[config.mk]
export PLATFORM = sky130hd
export DESIGN_NAME = encoder_period_speed_meter_top
export DESIGN_NICKNAME = d
export VERILOG_FILES = /design/src/hdl/epsm_pkg.sv /design/src/hdl/encoder_period_speed_meter_top.sv /design/src/hdl/epsm_front.sv /design/src/hdl/epsm_queue.sv /design/src/hdl/epsm_back.sv
export SDC_FILE = /design/constraint.sdc
export NUM_CORES = 1
export LEC_CHECK = 0
export BUFFER_PORTS_ARGS = -buffer_cell sky130_fd_sc_hd__clkbuf_2
export CORE_MARGIN = 2
export CORE_UTILIZATION = 67
export DETAILED_ROUTE_END_ITERATION = 10
export GPL_TIMING_DRIVEN = 1
export PLACE_DENSITY = 0.87
export REMOVE_ABC_BUFFERS = 1
export SYNTH_ARGS = -nofsm -noshare
export SYNTH_HDL_FRONTEND = slang
export SYNTH_SLANG_ARGS = --single-unit
[constraint.sdc]
create_clock -name i_clk -period 17.63 [get_ports i_clk]
set_clock_uncertainty 0.2 [all_clocks]
set_input_delay 1.763 -clock i_clk [delete_from_list [all_inputs] [get_ports i_clk]]
set_output_delay 1.763 -clock i_clk [all_outputs]
set_load 0.02 [all_outputs]
[src/hdl/epsm_pkg.sv]
package epsm_pkg;

    localparam int DATA_W   = 32;
    localparam int DEB_W    = 16;
    localparam int EPR_W    = 8;
    localparam int CFG_IDX_W = 2;
    localparam int CNT_W    = $clog2(DATA_W);

    // 628318 * 4096, speed numerator in q12
    localparam logic [DATA_W-1:0] SPEED_NUM_Q12 = 32'd2573590528;

    localparam logic [DEB_W-1:0]  DEB_RESET   = 16'd20;
    localparam logic [EPR_W-1:0]  EPR_RESET   = 8'd26;
    localparam logic [DATA_W-1:0] STALL_RESET = 32'd200000;

    localparam int QDEPTH = 4;
    localparam int QPTR_W = $clog2(QDEPTH);
    localparam int QCNT_W = $clog2(QDEPTH + 1);

    typedef enum logic [CFG_IDX_W-1:0] {
        CFG_DEBOUNCE = 2'd0,
        CFG_EPR      = 2'd1,
        CFG_STALL    = 2'd2,
        CFG_UNUSED   = 2'd3
    } t_cfg_idx;

    typedef enum logic [1:0] {
        STAT_NONE  = 2'd0,
        STAT_ZERO  = 2'd1,
        STAT_STALL = 2'd2,
        STAT_VALID = 2'd3
    } t_status;

    typedef struct packed {
        t_status             status;
        logic [DATA_W-1:0]   ticks;
        logic                done;
    } t_job;

    typedef enum logic [1:0] {
        BK_IDLE = 2'd0,
        BK_DIV  = 2'd1,
        BK_WAIT = 2'd2
    } t_bk_state;

endpackage

[src/hdl/encoder_period_speed_meter_top.sv]
// channel   direction  handshake               beat contents
// ------    ---------  ----------------------  ---------------------------------------
// tick in   input      push / full             i_edge_seen
// result    output     empty / pop             o_status o_rev_ticks o_speed_q12 o_rev_done
// config    input      i_cfg_valid/o_cfg_ready i_cfg_index i_cfg_data
//
// a tick beat is taken when not full; the front updates timer, last edge and edge count at once
// a result with valid speed goes through the bit-serial divider, which the back starts, steps
// msb first and then moves the quotient out; other results load directly in the back
// a 4-entry job queue sits between front and back, so ticks keep coming while the divider runs
// one output register holds the oldest result; it is refilled in the cycle it is popped
// reset is synchronous, active low; config registers reload their defaults, no clearing pass
module encoder_period_speed_meter_top (
    input  logic                            i_clk,
    input  logic                            i_rst_n,
    // tick input
    input  logic                            push,
    output logic                            full,
    input  logic                            i_edge_seen,
    // results
    output logic                            empty,
    input  logic                            pop,
    output logic [1:0]                      o_status,
    output logic [epsm_pkg::DATA_W-1:0]     o_rev_ticks,
    output logic [epsm_pkg::DATA_W-1:0]     o_speed_q12,
    output logic                            o_rev_done,
    // config writes
    input  logic                            i_cfg_valid,
    output logic                            o_cfg_ready,
    input  logic [epsm_pkg::CFG_IDX_W-1:0]  i_cfg_index,
    input  logic [epsm_pkg::DATA_W-1:0]     i_cfg_data
);
    import epsm_pkg::*;

    // front to queue
    logic q_push;
    t_job front_job;
    logic q_full;

    // queue to back
    t_job q_job;
    logic q_empty;
    logic q_pop;

    // back output register
    t_job              out_job;
    logic [DATA_W-1:0] out_speed;

    // config is always taken, writes land in the front
    assign o_cfg_ready = 1'b1;

    epsm_front u_front (
        .i_clk       (i_clk),
        .i_rst_n     (i_rst_n),
        .i_cfg_valid (i_cfg_valid && o_cfg_ready),
        .i_cfg_index (i_cfg_index),
        .i_cfg_data  (i_cfg_data),
        .i_push      (push),
        .i_edge_seen (i_edge_seen),
        .i_q_full    (q_full),
        .o_q_push    (q_push),
        .o_job       (front_job)
    );

    // full toward the source is the job queue full
    assign full = q_full;

    epsm_queue u_queue (
        .i_clk   (i_clk),
        .i_rst_n (i_rst_n),
        .i_push  (q_push),
        .i_job   (front_job),
        .o_full  (q_full),
        .i_pop   (q_pop),
        .o_job   (q_job),
        .o_empty (q_empty)
    );

    epsm_back u_back (
        .i_clk     (i_clk),
        .i_rst_n   (i_rst_n),
        .i_q_job   (q_job),
        .i_q_empty (q_empty),
        .o_q_pop   (q_pop),
        .i_pop     (pop),
        .o_empty   (empty),
        .o_job     (out_job),
        .o_speed   (out_speed)
    );

    // result fields straight from the output register
    assign o_status    = out_job.status;
    assign o_rev_ticks = out_job.ticks;
    assign o_speed_q12 = out_speed;
    assign o_rev_done  = out_job.done;

endmodule

[src/hdl/epsm_front.sv]
module epsm_front (
    input  logic                              i_clk,
    input  logic                              i_rst_n,
    input  logic                              i_cfg_valid,
    input  logic [epsm_pkg::CFG_IDX_W-1:0]    i_cfg_index,
    input  logic [epsm_pkg::DATA_W-1:0]       i_cfg_data,
    input  logic                              i_push,
    input  logic                              i_edge_seen,
    input  logic                              i_q_full,
    output logic                              o_q_push,
    output epsm_pkg::t_job                    o_job
);
    import epsm_pkg::*;

    logic [DEB_W-1:0]  r_debounce;
    logic [EPR_W-1:0]  r_epr;
    logic [DATA_W-1:0] r_stall_limit;

    logic [DATA_W-1:0] r_tick_timer, n_tick_timer;
    logic [DATA_W-1:0] r_last_edge, n_last_edge;
    logic [EPR_W-1:0]  r_edge_cnt, n_edge_cnt;
    logic [DATA_W-1:0] r_rev_time, n_rev_time;
    logic              r_rev_ready, n_rev_ready;

    logic [DATA_W-1:0] gap;
    logic [EPR_W-1:0]  cnt_inc;
    logic              edge_ok;
    logic              rev;
    logic              accept;

    assign accept = i_push && !i_q_full;

    always_comb begin
        gap     = r_tick_timer - r_last_edge;
        edge_ok = i_edge_seen && (gap >= {{(DATA_W-DEB_W){1'b0}}, r_debounce});
        cnt_inc = r_edge_cnt + 1'b1;
        rev     = edge_ok && (cnt_inc >= r_epr);

        n_last_edge  = edge_ok ? r_tick_timer : r_last_edge;
        n_edge_cnt   = edge_ok ? (rev ? '0 : cnt_inc) : r_edge_cnt;
        n_rev_time   = rev ? r_tick_timer : r_rev_time;
        n_rev_ready  = r_rev_ready || rev;
        n_tick_timer = rev ? '0 : r_tick_timer + 1'b1;

        o_job.done = rev;
        if (!n_rev_ready) begin
            o_job.ticks  = '1;
            o_job.status = STAT_NONE;
        end else begin
            o_job.ticks = n_rev_time;
            if (n_rev_time == '0) begin
                o_job.status = STAT_ZERO;
            end else if (n_rev_time > r_stall_limit) begin
                o_job.status = STAT_STALL;
            end else begin
                o_job.status = STAT_VALID;
            end
        end
    end

    assign o_q_push = accept;

    always_ff @(posedge i_clk) begin
        if (!i_rst_n) begin
            r_debounce    <= DEB_RESET;
            r_epr         <= EPR_RESET;
            r_stall_limit <= STALL_RESET;
        end else if (i_cfg_valid) begin
            unique case (t_cfg_idx'(i_cfg_index))
                CFG_DEBOUNCE: r_debounce    <= i_cfg_data[DEB_W-1:0];
                CFG_EPR:      r_epr         <= i_cfg_data[EPR_W-1:0];
                CFG_STALL:    r_stall_limit <= i_cfg_data;
                default: ;
            endcase
        end
    end

    always_ff @(posedge i_clk) begin
        if (!i_rst_n) begin
            r_tick_timer <= '0;
            r_last_edge  <= '0;
            r_edge_cnt   <= '0;
            r_rev_time   <= '0;
            r_rev_ready  <= 1'b0;
        end else if (accept) begin
            r_tick_timer <= n_tick_timer;
            r_last_edge  <= n_last_edge;
            r_edge_cnt   <= n_edge_cnt;
            r_rev_time   <= n_rev_time;
            r_rev_ready  <= n_rev_ready;
        end
    end

endmodule

[src/hdl/epsm_queue.sv]
module epsm_queue (
    input  logic            i_clk,
    input  logic            i_rst_n,
    input  logic            i_push,
    input  epsm_pkg::t_job  i_job,
    output logic            o_full,
    input  logic            i_pop,
    output epsm_pkg::t_job  o_job,
    output logic            o_empty
);
    import epsm_pkg::*;

    t_job              r_mem [QDEPTH];
    logic [QPTR_W-1:0] r_wr_ptr;
    logic [QPTR_W-1:0] r_rd_ptr;
    logic [QCNT_W-1:0] r_count;
    logic              do_push;
    logic              do_pop;

    assign o_full  = (r_count == QCNT_W'(QDEPTH));
    assign o_empty = (r_count == '0);
    assign do_push = i_push && !o_full;
    assign do_pop  = i_pop && !o_empty;
    assign o_job   = r_mem[r_rd_ptr];

    always_ff @(posedge i_clk) begin
        if (do_push) begin
            r_mem[r_wr_ptr] <= i_job;
        end
    end

    always_ff @(posedge i_clk) begin
        if (!i_rst_n) begin
            r_wr_ptr <= '0;
            r_rd_ptr <= '0;
            r_count  <= '0;
        end else begin
            if (do_push) begin
                r_wr_ptr <= r_wr_ptr + 1'b1;
            end
            if (do_pop) begin
                r_rd_ptr <= r_rd_ptr + 1'b1;
            end
            if (do_push && !do_pop) begin
                r_count <= r_count + 1'b1;
            end else if (do_pop && !do_push) begin
                r_count <= r_count - 1'b1;
            end
        end
    end

endmodule

[src/hdl/epsm_back.sv]
module epsm_back (
    input  logic                          i_clk,
    input  logic                          i_rst_n,
    input  epsm_pkg::t_job                i_q_job,
    input  logic                          i_q_empty,
    output logic                          o_q_pop,
    input  logic                          i_pop,
    output logic                          o_empty,
    output epsm_pkg::t_job                o_job,
    output logic [epsm_pkg::DATA_W-1:0]   o_speed
);
    import epsm_pkg::*;

    t_bk_state         r_state, n_state;
    t_job              r_job;
    logic [DATA_W-1:0] r_div;
    logic [DATA_W-1:0] r_rem;
    logic [DATA_W-1:0] r_quo;
    logic [CNT_W-1:0]  r_cnt;

    logic              r_out_valid;
    t_job              r_out_job;
    logic [DATA_W-1:0] r_out_speed;

    logic              out_free;
    logic              start_div;
    logic              load_direct;
    logic              load_div;
    logic [DATA_W:0]   trial;
    logic              q_bit;
    logic [DATA_W-1:0] rem_next;

    assign out_free = !r_out_valid || i_pop;

    always_comb begin
        n_state     = r_state;
        o_q_pop     = 1'b0;
        start_div   = 1'b0;
        load_direct = 1'b0;
        load_div    = 1'b0;
        unique case (r_state)
            BK_IDLE: begin
                if (!i_q_empty) begin
                    if (i_q_job.status == STAT_VALID) begin
                        o_q_pop   = 1'b1;
                        start_div = 1'b1;
                        n_state   = BK_DIV;
                    end else if (out_free) begin
                        o_q_pop     = 1'b1;
                        load_direct = 1'b1;
                    end
                end
            end
            BK_DIV: begin
                if (r_cnt == '0) begin
                    n_state = BK_WAIT;
                end
            end
            BK_WAIT: begin
                if (out_free) begin
                    load_div = 1'b1;
                    n_state  = BK_IDLE;
                end
            end
            default: n_state = BK_IDLE;
        endcase
    end

    // restoring divide, one quotient bit per cycle, msb first
    always_comb begin
        trial    = {r_rem, SPEED_NUM_Q12[r_cnt]};
        q_bit    = (trial >= {1'b0, r_div});
        rem_next = q_bit ? DATA_W'(trial - {1'b0, r_div}) : trial[DATA_W-1:0];
    end

    always_ff @(posedge i_clk) begin
        if (!i_rst_n) begin
            r_state <= BK_IDLE;
            r_cnt   <= '0;
        end else begin
            r_state <= n_state;
            if (start_div) begin
                r_cnt <= CNT_W'(DATA_W - 1);
            end else if (r_state == BK_DIV) begin
                r_cnt <= r_cnt - 1'b1;
            end
        end
    end

    always_ff @(posedge i_clk) begin
        if (start_div) begin
            r_job <= i_q_job;
            r_div <= i_q_job.ticks;
            r_rem <= '0;
            r_quo <= '0;
        end else if (r_state == BK_DIV) begin
            r_rem <= rem_next;
            r_quo <= {r_quo[DATA_W-2:0], q_bit};
        end
    end

    always_ff @(posedge i_clk) begin
        if (!i_rst_n) begin
            r_out_valid <= 1'b0;
        end else if (load_direct || load_div) begin
            r_out_valid <= 1'b1;
        end else if (i_pop) begin
            r_out_valid <= 1'b0;
        end
    end

    always_ff @(posedge i_clk) begin
        if (load_direct) begin
            r_out_job   <= i_q_job;
            r_out_speed <= '0;
        end else if (load_div) begin
            r_out_job   <= r_job;
            r_out_speed <= r_quo;
        end
    end

    assign o_empty = !r_out_valid;
    assign o_job   = r_out_job;
    assign o_speed = r_out_speed;

    a_speed_zero: assert property (@(posedge i_clk) disable iff (!i_rst_n)
        r_out_valid && (r_out_job.status != STAT_VALID) |-> r_out_speed == '0)
        else $error("speed nonzero without valid status");

    a_out_hold: assert property (@(posedge i_clk) disable iff (!i_rst_n)
        r_out_valid && !i_pop |=> r_out_valid && $stable(r_out_job) && $stable(r_out_speed))
        else $error("waiting result changed before pop");

    a_div_end: assert property (@(posedge i_clk) disable iff (!i_rst_n)
        (r_state == BK_DIV) && (r_cnt == '0) |=> r_state == BK_WAIT)
        else $error("divide did not end after last step");

    a_pop_nonempty: assert property (@(posedge i_clk) disable iff (!i_rst_n)
        o_q_pop |-> !i_q_empty)
        else $error("queue popped while empty");

    a_no_overwrite: assert property (@(posedge i_clk) disable iff (!i_rst_n)
        (load_direct || load_div) |-> out_free)
        else $error("output register overwritten");

endmodule
# After elaboration in Yosys (flattened, before gate mapping)
# Memory sizes are Yosys's and may differ from the RTL's. A register that Yosys moved wholly into a read port is not among the register bits.
# Cells that the tools add are included.
dict set report classes {
  add_sub_neg 9
  n_reduce_logical 29
  eq_ne 10
  n_mux 38
  order_cmp 5
}
# op count
set op_table {}
lappend op_table {{$mux 32} 3}
lappend op_table {{$mux 35} 2}
lappend op_table {{$sub 32x32->32} 2}
lappend op_table {{$mux 34} 1}
lappend op_table {{$ge 33x32->1} 1}
lappend op_table {{$add 32x1->32 const B} 1}
lappend op_table {{$ge 32x16->1} 1}
lappend op_table {{$gt 32x32->1} 1}
lappend op_table {{$logic_not 32->1} 1}
lappend op_table {{$mux 5} 4}
lappend op_table {{$mux 1} 17}
lappend op_table {{$mux 2} 7}
lappend op_table {{$add 8x1->8 const B} 1}
lappend op_table {{$ge 8x8->1} 1}
lappend op_table {{$mux 8} 1}
lappend op_table {{$reduce_and 2->1} 4}
lappend op_table {{$reduce_bool 2->1} 4}
lappend op_table {{$logic_and 1x1->1} 7}
lappend op_table {{$eq 2x2->1 const B} 3}
lappend op_table {{$lt 5x6->1 const B} 1}
lappend op_table {{$mux 3} 2}
lappend op_table {{$ne 2x1->1 const B} 3}
lappend op_table {{$pmux 2 s3} 1}
lappend op_table {{$logic_not 1->1} 5}
lappend op_table {{12 further kinds} 17}
dict set report totals {
  ramBits 140
  memories 2
  out_inout_bits 70
  reg_bits 342
  romBits 32
  word_cells 116
  inputBits 40
}
# memory depth word_bits rd rd_clocked_by_memory_dff wr line_no
set memory_table {}
lappend memory_table {u_queue.r_mem 4 35 1 1 1 epsm_queue.sv:13} ;# t_job r_mem [QDEPTH];
lappend memory_table {{(no name shown)} 32 1 1 1 0 epsm_back.sv:71} ;# trial = {r_rem, SPEED_NUM_Q12[r_cnt]};

# Longest topological paths before layout
dict set report logic_depth {
  depth_word 10
  ltp_mapped 38
  depth_no_buf 35
}

# Hierarchy
# Synthesis repeated with hierarchy kept, for this count alone.
dict set report unflattened {
  cells_unflattened 2518
  area_unflattened_um2 25007.7
}
# mod instances cells_per_inst seq_area_each_um2 area_per_inst_um2
set by_module_without_submodules {}
lappend by_module_without_submodules {epsm_front 1 1340 3223.1 10969.3}
lappend by_module_without_submodules {epsm_back 1 945 4204.0 8435.6}
lappend by_module_without_submodules {epsm_queue 1 231 4384.2 5591.6}
lappend by_module_without_submodules {encoder_period_speed_meter_top 1 2 0.0 11.3}

# Least setup slack after synthesis
# No wires, ideal clock.
dict set report synth_timing {
  path_type {register to register}
  start {register u_front.r_tick_timer[0]}
  end {memory u_queue.r_mem[0][33] in the netlist's numbering (data pin)}
  arrival_time_ps 6735
  n_path_buf 3
  synth_period_minus_slack_ps 7072
  t_required_ps 17292
  setup_time_ps 138
  slack_ps 10558
  path_stages_with_launch 37
  path_cell_list {dfxtp_1 > inv_1 > ha_1 > fa_1 > nand2b_1 > a21oi_1 > nor2b_1 > or2_2 > a21oi_1 > o21ai_0 > nand2b_1 > xor2_1 > ha_1 > o21ai_0 > o21ai_0 > or3_1 > o21a_1 > a21boi_0 > mux2_2 > and4_1 > and4_1 > buf_6 > nand3b_4 > buf_6 > buf_6 > mux2_1 > ha_1 > nor2b_1 > o21a_1 > o21a_1 > o211ai_1 > a21boi_0 > o31ai_1 > a31oi_1 > or3b_2 > a31oi_1 > mux2_2}
}
# item line_no
set synth_rtl {}
lappend synth_rtl {{start, declared} epsm_front.sv:19} ;# logic [DATA_W-1:0] r_tick_timer, n_tick_timer;
lappend synth_rtl {{start signal, assigned} epsm_front.sv:86} ;# r_tick_timer <= n_tick_timer;
lappend synth_rtl {{end, declared} epsm_queue.sv:13}

==> results by group <==
Run status
  • Status: finished, final reports clean

Synth
  • Main synth FF type: dfxtp_1
  • Cell variety after synth: 80
  • Post-synth EDFFs: 210
  • Asr flop ratio synth: 0%
  • Top post-synthesis cells by area: edfxtp_1 (26%), dfxtp_1 (23%), nand2_1 (6.6%), ha_1 (6.6%), mux2i_1 (3.5%)
  • Synth top cells by count: nand2_1 (432), dfxtp_1 (275), edfxtp_1 (210)
  • Yosys top cell by area: edfxtp_1
  • Mapped Cells: 2448
  • Share of the synthesized area in the top cell type: between 20% and 30%
  • Syn Std Cell Area: 24420 µm²
  • Seq/Total Area, Yosys: 48.36%
  • Synth Area per Inst: around 10 µm²
  • Synth Warn #: 0
  • Most common cell in the netlist: nand2_1
  • Number of synthesized register bits: 485

Drt
  • Initial DRC count: 1564
  • Final WL: 56.59 mm
  • Drt wl/cell: around 19 µm
  • Vias per cell: approximately 6
  • # DRC: 0
  • DR vias: ~18k
  • Routed Antenna Nets: 0
  • DR pass1 iterations: 6

GRT
  • First-pass GRT wire length: approximately 92 mm
  • Largest net degree at the start of global routing: just under 100
  • Global route overflow: 0
  • Initial antenna violation count: 0
  • Total Routing Usage GR: 29.85%
  • Vias in the first global route: 17.76k

Floorplanning
  • Row count: around 70
  • Die width: around 200 µm
  • Die Ht: between 150 and 200 µm
  • Die area: roughly 38000 µm²
  • Core Area: around 36000 µm²
  • Initial core utilization: 68.33%
  • I/O pin total: 110

Clocking
  • Post-CTS Setup Inserts: 0
  • CTS root buffer: clkbuf_16
  • TritonCTS clock tree: done
  • Total CTS buffers: 48
  • CTS max path bufs: 3
  • Hold buffers post-CTS: 0
  • Htree depth: 2
  • Post_cts resized: 0
  • Clk slew on worst S/H paths: 60 ps
  • Skew-Pair Late Insertion Delay: about 590 ps
  • Sink Count: 485

Layout
  • Final core utilization: approximately three quarters
  • Layout Nets: 2666
  • Post-route cell area: between 20000 and 30000 µm²
  • Final std cells w/o fill: 2995
  • Area Overhead vs Synth: 10.05%
  • Share of layout cells above drive strength 1: 13.02%
  • ANT cells: 0

Setup path
  • CP arrival: 8910 ps
  • Worst path top cell family by delay: simple AND/OR/NAND/NOR gates
  • R2R Setup Slk: ~9000 ps
  • Startpoint type of the worst setup path: flop
  • Required @ worst endpoint: about 18000 ps
  • Crit path buffers/inverters: 2
  • Max stage delay on crit path: between 600 and 700 ps
  • Nature of the critical path endpoint: flop
  • WS Path Type: reg2reg
  • Crit Path Max Fanout: 68
  • CP max-delay cell: buf_4

Power and ir drop
  • Tot Pwr: 3.729 mW
  • Worst vdd ir: approximately 0.00012 V
  • Pwr/cell area: 138.7 nW/µm²
  • Pleak: between 10 and 15 nW

Min path
  • Hold crit path type: reg2reg

Timing
  • Max-slew violations: 0
  • Setup_tns: 0 ps
  • Finish-stage setup viols: 0
  • Final setup margin: 8952 ps
  • Final hold viol count: 0
  • Final min period: 8678 ps
  • Worst Max-Slew Pin Slew: 1188 ps
  • Final period util: approximately 49%
  • WHS: 252.1 ps
  • Unrepaired setup endpoints after global routing: false
  • Fmax: around 0.12 GHz
  • Max_slew headroom: roughly a fifth

Place
  • Input/output buffers: 108
  • Setup slack after placement: 9096 ps
  • DP HPWL: 38.59 mm
  • Placed insts: 2905
  • DP Area: 25120 µm²
  • Gp weighted congestion: 0.9336

Run
  • Max Cap Viol: 0
## area by class of cell
cell class                 instances  area, µm²
inverter                         148      555.5
sequential                       485      11810
fill                            2366       8864
clock buffer                      66       1391
clock inverter                    24      362.8
tap                              461      576.8
timing repair buffer             129      700.7
multi-input combinational       1682      11480
## per-layer routing
layer / part of all wire, % / routed length (µm) / vias to the layer above / track usage, %
met5: 0 / 0 / - / 0
met4: 3.7 / 2089 / 0 / 11.70
met3: 5.6 / 3161 / 124 / 3.696
met2: 48 / 27190 / 660 / 50.78
met1: 43 / 24150 / 8645 / 39.10
li1: - / - / 8728 / -
## power by group
| part | switching [mW] | internal, mW |
|---|---|---|
| sequential | 0.0751 | 1.37 |
| clock | 0.444 | 0.674 |
| combinational | 0.748 | 0.423 |
| total | 1.27 | 2.46 |
## cells by family after synthesis
kind of cell | count (synthesis) | synth area share, %
muxes | 184 | 9.662
adders and majority gates | 132 | 6.855
other | 1 | 0.01535
and+or+nand+nor | 790 | 14.80
DFF | 485 | 48.36
AOI/OAI and AO/OA | 490 | 12.49
xor gates and xnor gates | 85 | 3.048
buffers and inverters | 281 | 4.769
## cell usage in the layout (no fill, tap or decap), types with 41 or more instances in the layout
cell and count:
a21boi_0 48, xnor2_1 47, ha_1 129, o21ai_0 108, clkbuf_2 107, nand2b_1 41, nor2_1 101, a21oi_1 168
edfxtp_1 210, dfxtp_1 274, nand2_1 432, mux2i_1 85, clkbuf_16 50, inv_1 147, mux2_2 52
## registers in the layout (all words and copies together), names as in the netlist, 8 cells and up, named ones only
register / count
u_back.o_speed: 32
u_back.o_job: 35
u_front.r_epr: 8
u_back.r_job: 35
u_front.r_debounce: 16
u_back.r_quo: 32
u_front.r_stall_limit: 32
u_front.r_last_edge: 32
u_back.r_rem: 32
u_queue.r_mem: 140
u_front.r_edge_cnt: 8
u_front.r_rev_time: 32
u_front.r_tick_timer: 32
## worst paths after layout
check / from / to / depth (start not counted)
setup reg to reg: u_front.r_tick_timer[0] / u_queue.r_mem[0][33] / 34
setup / recovery: u_front.r_tick_timer[0] / u_queue.r_mem[0][33] / 34
hold / removal: u_back.o_speed[23] / u_back.o_speed[23] / 2
hold reg to reg: u_back.o_speed[23] / u_back.o_speed[23] / 2
## tightest hold or removal path: stages (launching register included)
cell and delay, ps:
dfxtp_1 310, nand2_1 50, a21oi_1 50
(Power assumes the default switching activity.)
